$ cat src/fci_pkg.sv
package fci_pkg;

    localparam int MAX_POINTS_DEF = 6;

    localparam int TEMP_W     = 16;
    localparam int RPM_W      = 16;
    localparam int POINT_W    = 32;
    localparam int COUNT_W    = 3;
    localparam int CFG_IDX_W  = 3;
    localparam int CFG_DATA_W = 32;
    localparam int PROD_W     = 2 * RPM_W;

    localparam logic [CFG_IDX_W-1:0] REG_POINT_COUNT = 3'd0;
    localparam logic [CFG_IDX_W-1:0] REG_POINT_BASE  = 3'd1;

    localparam int QUEUE_DEPTH = 2;
    localparam int QPTR_W      = 1;
    localparam int QCNT_W      = 2;

    localparam int DIV_STEPS = 16;
    localparam int DIV_CNT_W = 4;

    typedef struct packed {
        logic             interp;
        logic [RPM_W-1:0] rpm;
        logic [RPM_W-1:0] hi_rpm;
        logic [RPM_W-1:0] dx;
        logic [RPM_W-1:0] span;
    } t_job;

    typedef enum logic [1:0] {
        BK_IDLE,
        BK_MUL,
        BK_DIV,
        BK_SUM
    } t_bk_state;

    typedef struct packed {
        logic idle;
        logic finishing;
    } t_bk_status;

endpackage

$ cat src/fci_front.sv
module fci_front #(
    parameter int MAX_POINTS = fci_pkg::MAX_POINTS_DEF
) (
    input  logic signed [fci_pkg::TEMP_W-1:0]  i_temperature,
    input  logic        [fci_pkg::COUNT_W-1:0] i_point_count,
    input  logic        [fci_pkg::POINT_W-1:0] i_point [MAX_POINTS],
    output fci_pkg::t_job                      o_job
);

    logic        [fci_pkg::COUNT_W-1:0] used;
    logic signed [fci_pkg::TEMP_W-1:0]  first_t;
    logic signed [fci_pkg::TEMP_W-1:0]  last_t;
    logic        [fci_pkg::RPM_W-1:0]   last_r;
    logic signed [fci_pkg::TEMP_W-1:0]  hi_t;
    logic signed [fci_pkg::TEMP_W-1:0]  lo_t;
    logic        [fci_pkg::RPM_W-1:0]   hi_r;
    logic        [fci_pkg::RPM_W-1:0]   lo_r;
    logic                               found;
    logic        [fci_pkg::TEMP_W:0]    span;
    logic        [fci_pkg::TEMP_W:0]    dx;

    assign used = (i_point_count > fci_pkg::COUNT_W'(MAX_POINTS))
                ? fci_pkg::COUNT_W'(MAX_POINTS) : i_point_count;

    assign first_t = $signed(i_point[0][31:16]);

    always_comb begin
        last_t = first_t;
        last_r = i_point[0][15:0];
        for (int k = 0; k < MAX_POINTS; k++) begin
            if (fci_pkg::COUNT_W'(k + 1) == used) begin
                last_t = $signed(i_point[k][31:16]);
                last_r = i_point[k][15:0];
            end
        end
    end

    // first segment end at or above the sample
    always_comb begin
        found = 1'b0;
        hi_t  = last_t;
        hi_r  = last_r;
        lo_t  = first_t;
        lo_r  = i_point[0][15:0];
        for (int k = 1; k < MAX_POINTS; k++) begin
            if (!found && (fci_pkg::COUNT_W'(k) < used)
                && (i_temperature <= $signed(i_point[k][31:16]))) begin
                found = 1'b1;
                hi_t  = $signed(i_point[k][31:16]);
                hi_r  = i_point[k][15:0];
                lo_t  = $signed(i_point[k-1][31:16]);
                lo_r  = i_point[k-1][15:0];
            end
        end
    end

    assign span = {hi_t[15], hi_t} - {lo_t[15], lo_t};
    assign dx   = {i_temperature[15], i_temperature} - {lo_t[15], lo_t};

    always_comb begin
        o_job = '0;
        if (used == '0) begin
            o_job.rpm = '0;
        end else if (i_temperature <= first_t) begin
            o_job.rpm = i_point[0][15:0];
        end else if (i_temperature >= last_t) begin
            o_job.rpm = last_r;
        end else if (!found) begin
            o_job.rpm = last_r;
        end else if (span[fci_pkg::TEMP_W] || (span == '0)) begin
            o_job.rpm = hi_r;
        end else begin
            o_job.interp = 1'b1;
            o_job.rpm    = lo_r;
            o_job.hi_rpm = hi_r;
            o_job.dx     = dx[fci_pkg::TEMP_W-1:0];
            o_job.span   = span[fci_pkg::TEMP_W-1:0];
        end
    end

endmodule

$ cat src/fci_queue.sv
module fci_queue (
    input  logic                       i_clk,
    input  logic                       i_rst_n,
    input  logic                       i_push,
    input  fci_pkg::t_job              i_job,
    input  logic                       i_pop,
    output fci_pkg::t_job              o_job,
    output logic                       o_valid,
    output logic                       o_full,
    output logic [fci_pkg::QCNT_W-1:0] o_count
);

    fci_pkg::t_job                    r_entry [fci_pkg::QUEUE_DEPTH];
    logic [fci_pkg::QPTR_W-1:0]       r_wr_ptr;
    logic [fci_pkg::QPTR_W-1:0]       r_rd_ptr;
    logic [fci_pkg::QCNT_W-1:0]       r_count;

    always_ff @(posedge i_clk) begin
        if (!i_rst_n) begin
            r_wr_ptr <= '0;
            r_rd_ptr <= '0;
            r_count  <= '0;
        end else begin
            if (i_push) begin
                r_wr_ptr <= r_wr_ptr + 1'b1;
            end
            if (i_pop) begin
                r_rd_ptr <= r_rd_ptr + 1'b1;
            end
            if (i_push && !i_pop) begin
                r_count <= r_count + 1'b1;
            end else if (i_pop && !i_push) begin
                r_count <= r_count - 1'b1;
            end
        end
    end

    always_ff @(posedge i_clk) begin
        if (i_push) begin
            r_entry[r_wr_ptr] <= i_job;
        end
    end

    assign o_job   = r_entry[r_rd_ptr];
    assign o_valid = (r_count != '0);
    assign o_full  = (r_count == fci_pkg::QCNT_W'(fci_pkg::QUEUE_DEPTH));
    assign o_count = r_count;

endmodule

$ cat src/fci_back.sv
module fci_back (
    input  logic                      i_clk,
    input  logic                      i_rst_n,
    input  logic                      i_valid,
    input  fci_pkg::t_job             i_job,
    output logic                      o_pop,
    output logic                      o_valid,
    output logic [fci_pkg::RPM_W-1:0] o_fan_rpm,
    output fci_pkg::t_bk_status       o_status
);

    fci_pkg::t_bk_state r_state;
    fci_pkg::t_bk_state n_state;

    logic [fci_pkg::RPM_W-1:0]     r_lo;
    logic [fci_pkg::RPM_W-1:0]     r_span;
    logic [fci_pkg::RPM_W-1:0]     r_dx;
    logic [fci_pkg::RPM_W-1:0]     r_mag;
    logic                          r_neg;
    logic [fci_pkg::RPM_W-1:0]     r_rem;
    logic [fci_pkg::RPM_W-1:0]     r_quo;
    logic [fci_pkg::DIV_CNT_W-1:0] r_cnt;
    logic                          r_valid;
    logic [fci_pkg::RPM_W-1:0]     r_fan_rpm;

    logic [fci_pkg::RPM_W:0]       diff;
    logic [fci_pkg::RPM_W:0]       neg_diff;
    logic [fci_pkg::PROD_W-1:0]    prod;
    logic [fci_pkg::RPM_W:0]       trial;
    logic [fci_pkg::RPM_W:0]       trial_sub;
    logic                          q_bit;

    assign diff     = {1'b0, i_job.hi_rpm} - {1'b0, i_job.rpm};
    assign neg_diff = -diff;
    assign prod     = r_dx * r_mag;

    // restoring step, remainder always below span
    assign trial     = {r_rem, r_quo[fci_pkg::RPM_W-1]};
    assign trial_sub = trial - {1'b0, r_span};
    assign q_bit     = (trial >= {1'b0, r_span});

    always_ff @(posedge i_clk) begin
        if (!i_rst_n) begin
            r_state <= fci_pkg::BK_IDLE;
        end else begin
            r_state <= n_state;
        end
    end

    always_comb begin
        n_state = r_state;
        o_pop   = 1'b0;
        case (r_state)
            fci_pkg::BK_IDLE: begin
                if (i_valid) begin
                    o_pop = 1'b1;
                    if (i_job.interp) begin
                        n_state = fci_pkg::BK_MUL;
                    end
                end
            end
            fci_pkg::BK_MUL: begin
                n_state = fci_pkg::BK_DIV;
            end
            fci_pkg::BK_DIV: begin
                if (r_cnt == fci_pkg::DIV_CNT_W'(fci_pkg::DIV_STEPS - 1)) begin
                    n_state = fci_pkg::BK_SUM;
                end
            end
            fci_pkg::BK_SUM: begin
                n_state = fci_pkg::BK_IDLE;
            end
            default: begin
                n_state = fci_pkg::BK_IDLE;
            end
        endcase
    end

    always_ff @(posedge i_clk) begin
        if (!i_rst_n) begin
            r_valid <= 1'b0;
        end else begin
            r_valid <= (o_pop && !i_job.interp) || (r_state == fci_pkg::BK_SUM);
        end
    end

    always_ff @(posedge i_clk) begin
        case (r_state)
            fci_pkg::BK_IDLE: begin
                if (o_pop) begin
                    r_fan_rpm <= i_job.rpm;
                    r_lo      <= i_job.rpm;
                    r_span    <= i_job.span;
                    r_dx      <= i_job.dx;
                    r_neg     <= diff[fci_pkg::RPM_W];
                    r_mag     <= diff[fci_pkg::RPM_W] ? neg_diff[fci_pkg::RPM_W-1:0]
                                                      : diff[fci_pkg::RPM_W-1:0];
                end
            end
            fci_pkg::BK_MUL: begin
                r_rem <= prod[fci_pkg::PROD_W-1:fci_pkg::RPM_W];
                r_quo <= prod[fci_pkg::RPM_W-1:0];
                r_cnt <= '0;
            end
            fci_pkg::BK_DIV: begin
                r_rem <= q_bit ? trial_sub[fci_pkg::RPM_W-1:0] : trial[fci_pkg::RPM_W-1:0];
                r_quo <= {r_quo[fci_pkg::RPM_W-2:0], q_bit};
                r_cnt <= r_cnt + 1'b1;
            end
            fci_pkg::BK_SUM: begin
                r_fan_rpm <= r_neg ? (r_lo - r_quo) : (r_lo + r_quo);
            end
            default: begin
                r_cnt <= '0;
            end
        endcase
    end

    assign o_valid            = r_valid;
    assign o_fan_rpm          = r_fan_rpm;
    assign o_status.idle      = (r_state == fci_pkg::BK_IDLE);
    assign o_status.finishing = (r_state == fci_pkg::BK_SUM);

endmodule

$ cat src/fan_curve_interpolator.sv
// An accepted sample is registered in the job queue; the back end pops it and
//   registers a clamped (end-of-curve, flat-segment or empty-curve) result, or
//   runs MUL, the 16-step serial divider and SUM for an interpolated one,
//   then takes the next; clamped samples drain at one per cycle when idle.
// busy rises while the two-entry job queue is full; o_valid pulses for one cycle.
// Reset (synchronous, active low) clears the curve, the queue and the back end.
module fan_curve_interpolator #(
    parameter int MAX_POINTS = fci_pkg::MAX_POINTS_DEF
) (
    input  logic                                i_clk,
    input  logic                                i_rst_n,
    input  logic                                start,
    output logic                                busy,
    input  logic signed [fci_pkg::TEMP_W-1:0]   i_temperature,
    input  logic                                i_cfg_we,
    input  logic        [fci_pkg::CFG_IDX_W-1:0]  i_cfg_idx,
    input  logic        [fci_pkg::CFG_DATA_W-1:0] i_cfg_data,
    output logic                                o_valid,
    output logic        [fci_pkg::RPM_W-1:0]    o_fan_rpm
);

    logic [fci_pkg::COUNT_W-1:0] r_point_count;
    logic [fci_pkg::POINT_W-1:0] r_point [MAX_POINTS];

    fci_pkg::t_job               front_job;
    fci_pkg::t_job               queue_job;
    logic                        push;
    logic                        pop;
    logic                        q_valid;
    logic                        q_full;
    logic [fci_pkg::QCNT_W-1:0]  q_count;
    fci_pkg::t_bk_status         bk_status;

    always_ff @(posedge i_clk) begin
        if (!i_rst_n) begin
            r_point_count <= '0;
            for (int k = 0; k < MAX_POINTS; k++) begin
                r_point[k] <= '0;
            end
        end else if (i_cfg_we) begin
            if (i_cfg_idx == fci_pkg::REG_POINT_COUNT) begin
                r_point_count <= i_cfg_data[fci_pkg::COUNT_W-1:0];
            end
            for (int k = 0; k < MAX_POINTS; k++) begin
                if (i_cfg_idx == fci_pkg::REG_POINT_BASE + fci_pkg::CFG_IDX_W'(k)) begin
                    r_point[k] <= i_cfg_data[fci_pkg::POINT_W-1:0];
                end
            end
        end
    end

    assign busy = q_full;
    assign push = start && !busy;

    fci_front #(
        .MAX_POINTS (MAX_POINTS)
    ) u_front (
        .i_temperature (i_temperature),
        .i_point_count (r_point_count),
        .i_point       (r_point),
        .o_job         (front_job)
    );

    fci_queue u_queue (
        .i_clk   (i_clk),
        .i_rst_n (i_rst_n),
        .i_push  (push),
        .i_job   (front_job),
        .i_pop   (pop),
        .o_job   (queue_job),
        .o_valid (q_valid),
        .o_full  (q_full),
        .o_count (q_count)
    );

    fci_back u_back (
        .i_clk     (i_clk),
        .i_rst_n   (i_rst_n),
        .i_valid   (q_valid),
        .i_job     (queue_job),
        .o_pop     (pop),
        .o_valid   (o_valid),
        .o_fan_rpm (o_fan_rpm),
        .o_status  (bk_status)
    );

    a_count_bound: assert property (@(posedge i_clk) disable iff (!i_rst_n)
        q_count <= fci_pkg::QCNT_W'(fci_pkg::QUEUE_DEPTH))
        else $error("job queue count beyond depth");

    a_pop_idle: assert property (@(posedge i_clk) disable iff (!i_rst_n)
        pop |-> (bk_status.idle && q_valid))
        else $error("queue popped while back end busy or queue empty");

    a_strobe_source: assert property (@(posedge i_clk) disable iff (!i_rst_n)
        o_valid |-> ($past(pop) || $past(bk_status.finishing)))
        else $error("result strobe without a finished job");

    a_reset_quiet: assert property (@(posedge i_clk)
        !i_rst_n |=> !o_valid)
        else $error("result strobe straight after reset");

endmodule
$ cat config.mk
export PLATFORM = sky130hd
export DESIGN_NAME = fan_curve_interpolator
export DESIGN_NICKNAME = d
export VERILOG_FILES = /design/src/fci_pkg.sv /design/src/fci_front.sv /design/src/fci_queue.sv /design/src/fci_back.sv /design/src/fan_curve_interpolator.sv
export SDC_FILE = /design/constraint.sdc
export NUM_CORES = 2
export LEC_CHECK = 0
export BUFFER_PORTS_ARGS = -buffer_cell sky130_fd_sc_hd__buf_2
export CORE_ASPECT_RATIO = 0.6
export CORE_MARGIN = 2
export CORE_UTILIZATION = 50
export CTS_CLUSTER_SIZE = 16
export DETAILED_ROUTE_END_ITERATION = 8
export PLACE_DENSITY_LB_ADDON = 0.05
export SLEW_MARGIN = 20
export SYNTH_ARGS = -nofsm -noshare
export SYNTH_HDL_FRONTEND = slang
export SYNTH_HIERARCHICAL = 1
export SYNTH_SLANG_ARGS = --single-unit
$ cat constraint.sdc
create_clock -name i_clk -period 11.81 [get_ports i_clk]
set_input_delay 2.362 -clock i_clk [delete_from_list [all_inputs] [get_ports i_clk]]
set_output_delay 2.362 -clock i_clk [all_outputs]
set_load 0.01 [all_outputs]
Word level (Yosys, flattened, before mapping)
Memories as Yosys holds them, arrays and structs flattened. A register that Yosys moved wholly into a read port is not among the register bits.
Cells that the tools add are included.
{"block": "op_classes", "n_addsub": 12, "mul": 1, "magnitude_cmp": 14, "eq_ne": 20, "muxes": 69, "reduce_logical": 41}
{"cell": "two-way mux 16 bit", "count": 37}
{"cell": "two-way mux 48 bit", "count": 5}
{"cell": "less-or-equal comparator 16 bit", "count": 6}
{"cell": "one-hot mux 16 bit (2 select lines)", "count": 3}
{"cell": "subtractor 16 bit", "count": 3}
{"cell": "subtractor 16 x 16 -> 17 bit", "count": 2}
{"cell": "multiplier 16 x 16 -> 32 bit", "count": 1}
{"cell": "AND reduction 2 bit", "count": 9}
{"cell": "greater-or-equal comparator 17 x 16 -> 1 bit", "count": 1}
{"cell": "zero test 17 bit", "count": 1}
{"cell": "adder 16 bit", "count": 1}
{"cell": "greater-or-equal comparator 16 bit", "count": 1}
{"cell": "two-way mux 1 bit", "count": 16}
{"cell": "negator 16 bit", "count": 1}
{"cell": "logical AND 1 bit", "count": 13}
{"cell": "two-way mux 2 bit", "count": 5}
{"cell": "equality test 3 bit (first input constant)", "count": 3}
{"cell": "equality test 3 bit (second input constant)", "count": 3}
{"cell": "zero test 1 bit", "count": 8}
{"cell": "one-hot mux 2 bit (4 select lines)", "count": 1}
{"cell": "one-hot mux 4 bit (2 select lines)", "count": 1}
{"cell": "nonzero test 2 bit", "count": 4}
{"cell": "equality test 2 bit (second input constant)", "count": 3}
{"cell": "equality test 2 x 3 -> 1 bit (first input constant)", "count": 2}
{"cell": "19 further kinds", "count": 27}
{"block": "word_totals", "register_bits": 319, "ram_bits": 130, "in_bits": 55, "output_inout_bits": 18, "word_cells": 179, "mem_count": 1}
{"name": "u_queue.r_entry", "words": 2, "width": 65, "read_ports": 1, "rd_clocked_by_memory_dff": 1, "wr": 1, "line_no": "fci_queue.sv:13", "rtl": "fci_pkg::t_job r_entry [fci_pkg::QUEUE_DEPTH];"}

Longest topological paths before layout
{"block": "depth", "ltp_word": 29, "mapped_depth": 35, "mapped_depth_nobuf": 28}

Hierarchy
Netlist, hierarchy kept.
{"mod": "fci_back", "n_inst": 1, "cells_per_inst": 1636, "area_each_um2": 15602.5, "seq_area_each_um2": 3573.4}
{"mod": "fci_front", "n_inst": 1, "cells_per_inst": 1307, "area_each_um2": 9231.4, "seq_area_each_um2": 0.0}
{"mod": "fan_curve_interpolator", "n_inst": 1, "cells_per_inst": 672, "area_each_um2": 7035.5, "seq_area_each_um2": 3903.7}
{"mod": "fci_queue", "n_inst": 1, "cells_per_inst": 224, "area_each_um2": 4926.0, "seq_area_each_um2": 4003.8}

Worst setup path before layout
OpenSTA, ideal clock, no wires.
{"block": "synth_timing", "path_kind": "input -> register", "startpoint": "in i_temperature[15] (netlist name)", "endpoint": "mem u_queue/r_entry[0][54] (netlist name) (data pin)", "setup_time_ps": 281, "arrival_time_ps": 9097, "required_time_ps": 11529, "setup_slack_ps": 2432, "cell_stages": 33, "n_path_buf": 7, "path_cell_list": "ha_1 > nand4_1 > nor4_1 > o21bai_1 > nor4_1 > or2_2 > buf_2 > buf_2 > buf_1 > nand2_1 > buf_1 > clkbuf_1 > clkbuf_1 > o211ai_1 > o211ai_1 > o211ai_1 > o21ai_0 > ha_1 > nor2b_1 > o21ai_0 > nand2b_1 > a21boi_0 > a221oi_2 > o22ai_1 > a41oi_2 > a21oi_2 > a2111oi_0 > nor4_1 > a211oi_2 > nand4_2 > nand2_1 > buf_2 > o221ai_1"}
{"element": "start, declared", "line_no": "fan_curve_interpolator.sv:14", "rtl": "input logic signed [fci_pkg::TEMP_W-1:0] i_temperature,"}
{"element": "end, declared", "line_no": "fci_queue.sv:13"}

==> flow_metrics.tcl <==
set metrics [dict create \
    clock-sinks 450 \
    slew_headroom 0.163 \
    cts-root-buf "clkbuf_16" \
    crit_path_end_kind "flop" \
    area_growth_pct 7.40 \
    start_util 0.509 \
    rows 76 \
    post_cts_buffers 0 \
    layout.nets 4363 \
    worstSkewPairLatency_ns 0.64 \
    max_freq_mhz 95.9 \
    drive_gt1_frac 0.103 \
    ios 73 \
    synthesis.area_sq_um 36800 \
    cts_tree "done" \
    antenna_left 0 \
    grt_pass1_vias 29122 \
    cp_num_buf_inv 2 \
    critical-path-top-delay-family "simple AND/OR/NAND/NOR gates" \
    tightest_slew_ns 1.24 \
    dp_cells 4749 \
    min_period_ns 10.43 \
    path_class "input port to flop" \
    synth_cells 3839 \
    ys_ff_latch 450 \
    cp.required_ns 12.12 \
    nFillCells 6404 \
    drc 0 \
    synth_mux_area_frac 0.123 \
    ys_types 108 \
    synth-xor-area-share 0.0290 \
    status "finished, final reports clean" \
    cts_made_buffers 46 \
    die_w_microns 354 \
    hold_viol_final 0 \
    synth_ff_type "edfxtp_1" \
    fin_util 0.547 \
    synth_top_family_by_area "adder cells" \
    slowest_delay_ns 0.92 \
    die_h_microns 214 \
    synthArstFlopShare 0 \
    syn_avg_cell_area_sq_um 9.58 \
    overflow 0 \
    cts_resized 0 \
    viasPerCell 6.05 \
    clockBufferDepth 3 \
    core_sq_um 72300 \
    detail_route.wl_per_cell_microns 24.5 \
    start_kind "input port" \
    synthTopCellsByCount "563 x nand2_1, 402 x inv_1, 287 x ha_1" \
    syn_nets 4380 \
    instances_no_fill 4834 \
    fin_skew_ns 0.0647 \
    arrival_ns 10.73 \
    cp_max_fo 35 \
    yosys_warnings 6 \
    grt_max_degree 89 \
    post-route-period-util 0.883 \
    drt_first_pass_iters 5 \
    cp_common_cell "o211ai_1" \
    synth.top_cell.area_share 0.202 \
    cpMaxStageDelayCell "and3_1" \
    maxSlewViolCount 0 \
    port_buffers 72 \
    synth-simple-area-share 0.145 \
    hold_class "flop to flop" \
    first_iter_violations 2904 \
    dp_hpwl_microns 88300 \
    routed_wl_microns 118000 \
    register_area_sq_um 11500 \
    yosysTopAreaCell "edfxtp_1" \
    hold_buffers 0 \
    synth_edf_count 247 \
    gp_congestion 0.985 \
    synth-compound-area-share 0.120 \
    synth_area_leaders "edfxtp_1 20%, dfxtp_1 11%, fa_1 11%" \
    rsz0062_at_grt "no" \
    multi_input_area_sq_um 23000 \
    ys_seq_area_frac 0.312 \
    vias 29258 \
    finalSetupTns_ns 0 \
    htree_levels 2 \
    dieArea_sq_um 75800 \
    setup_viol 0 \
    path_clk_slew_ns 0.06 \
    synth_fa_ha_area_frac 0.207 \
    max-cap-violations 0 \
    yosysMostFrequentCell "nand2_1" \
    track_usage 0.311 \
    grt_pass1_wl_microns 181000 \
    antenna_found_initial 3 \
    antennaDiodeCount 0 \
]
## placed cells by master (no fill, tap or decap), drive strengths merged, types with 22 or more instances in the layout
master	n
mux2	109
nand4	37
nand3	38
o221ai	22
dfxtp	203
mux2i	259
nor3	41
and2	133
o21ai	153
fa	199
edfxtp	247
xnor2	87
inv	407
nor2	191
ha	287
xor2	34
clkbuf	64
o211ai	61
a22oi	25
a21oi	142
a211oi	31
nor2b	36
a21o	37
mux4	32
buf	116
nand2	563
## stage by stage
| step | setup slack (ns) | hold WS [ns] | cell area (sq um) |
|---|---|---|---|
| floorplan | 2.43 | 0.431 | 36800 |
| global placement | 1.32 | 0.444 | 38000 |
| detailed placement | 1.08 | 0.454 | 38000 |
| CTS | 1.72 | 0.463 | 39500 |
| global route | 0.956 | 0.473 | 39500 |
| finish | 1.38 | 0.463 | 39500 |
## worst paths after layout
path / end / cells past startpoint / from / slack [ns]
max: u_queue/r_entry[1][60] / 28 / i_temperature[15] / 1.38
max reg2reg: u_queue/r_entry[1][60] / 28 / r_point[94] / 2.78
min: r_point[27] / 2 / r_point[27] / 0.46
min reg2reg: r_point[27] / 2 / r_point[27] / 0.46
## routing by layer
layer / routed length [microns] / part of all wire / GRT usage / up-vias
li1: - / - / - / 13332
met2: 46800 / 0.40 / 0.428 / 1244
met1: 58900 / 0.50 / 0.495 / 14547
met4: 1870 / 0.016 / 0.0541 / 2
met5: 13 / 0.00011 / 0 / -
met3: 10800 / 0.091 / 0.0690 / 133
## logic make-up (layout without fill, tap and decap cells)
family / count (synthesis) / after routing
flops: 450 / 450
xor+xnor: 121 / 121
simple gates: 1147 / 1147
buf+inv: 585 / 605
fa+ha+maj: 490 / 490
compound gates: 646 / 646
mux: 400 / 400
## flip-flops by register name, indices dropped and copies added, names as in the netlist, 2 cells and up, named ones only
signal and cells:
u_queue/r_entry 130, u_back/r_state 2, r_point_count 3, u_back/r_quo 16, u_back/o_fan_rpm 16, r_point 192, u_back/r_dx 16, u_back/r_span 16
u_back/r_mag 16, u_back/r_lo 16, u_back/r_rem 16, u_queue/o_count 2, u_back/r_cnt 4
## worst reg2reg max path: cells and delay by family (launching register included)
kind | cells | cell delay [ns]
AO/OA/AOI/OAI | 15 | 3.44
buffers and inverters | 2 | 0.43
adder cells (fa/ha/maj) | 2 | 0.75
flip-flops | 1 | 0.43
AND/OR/NAND/NOR | 9 | 3.66
## final cells by class
type | instances | area share
clock inverters | 21 | 0.00510
flip-flops and latches | 450 | 0.291
repair buffers | 116 | 0.0180
multi-input cells | 2804 | 0.583
well taps | 975 | 0.0309
clock buffers | 64 | 0.0340
inverters | 404 | 0.0384
Power is left out: the tool's default activity adds up to more than one toggle a clock period on the data nets, which glitch-free logic cannot reach.
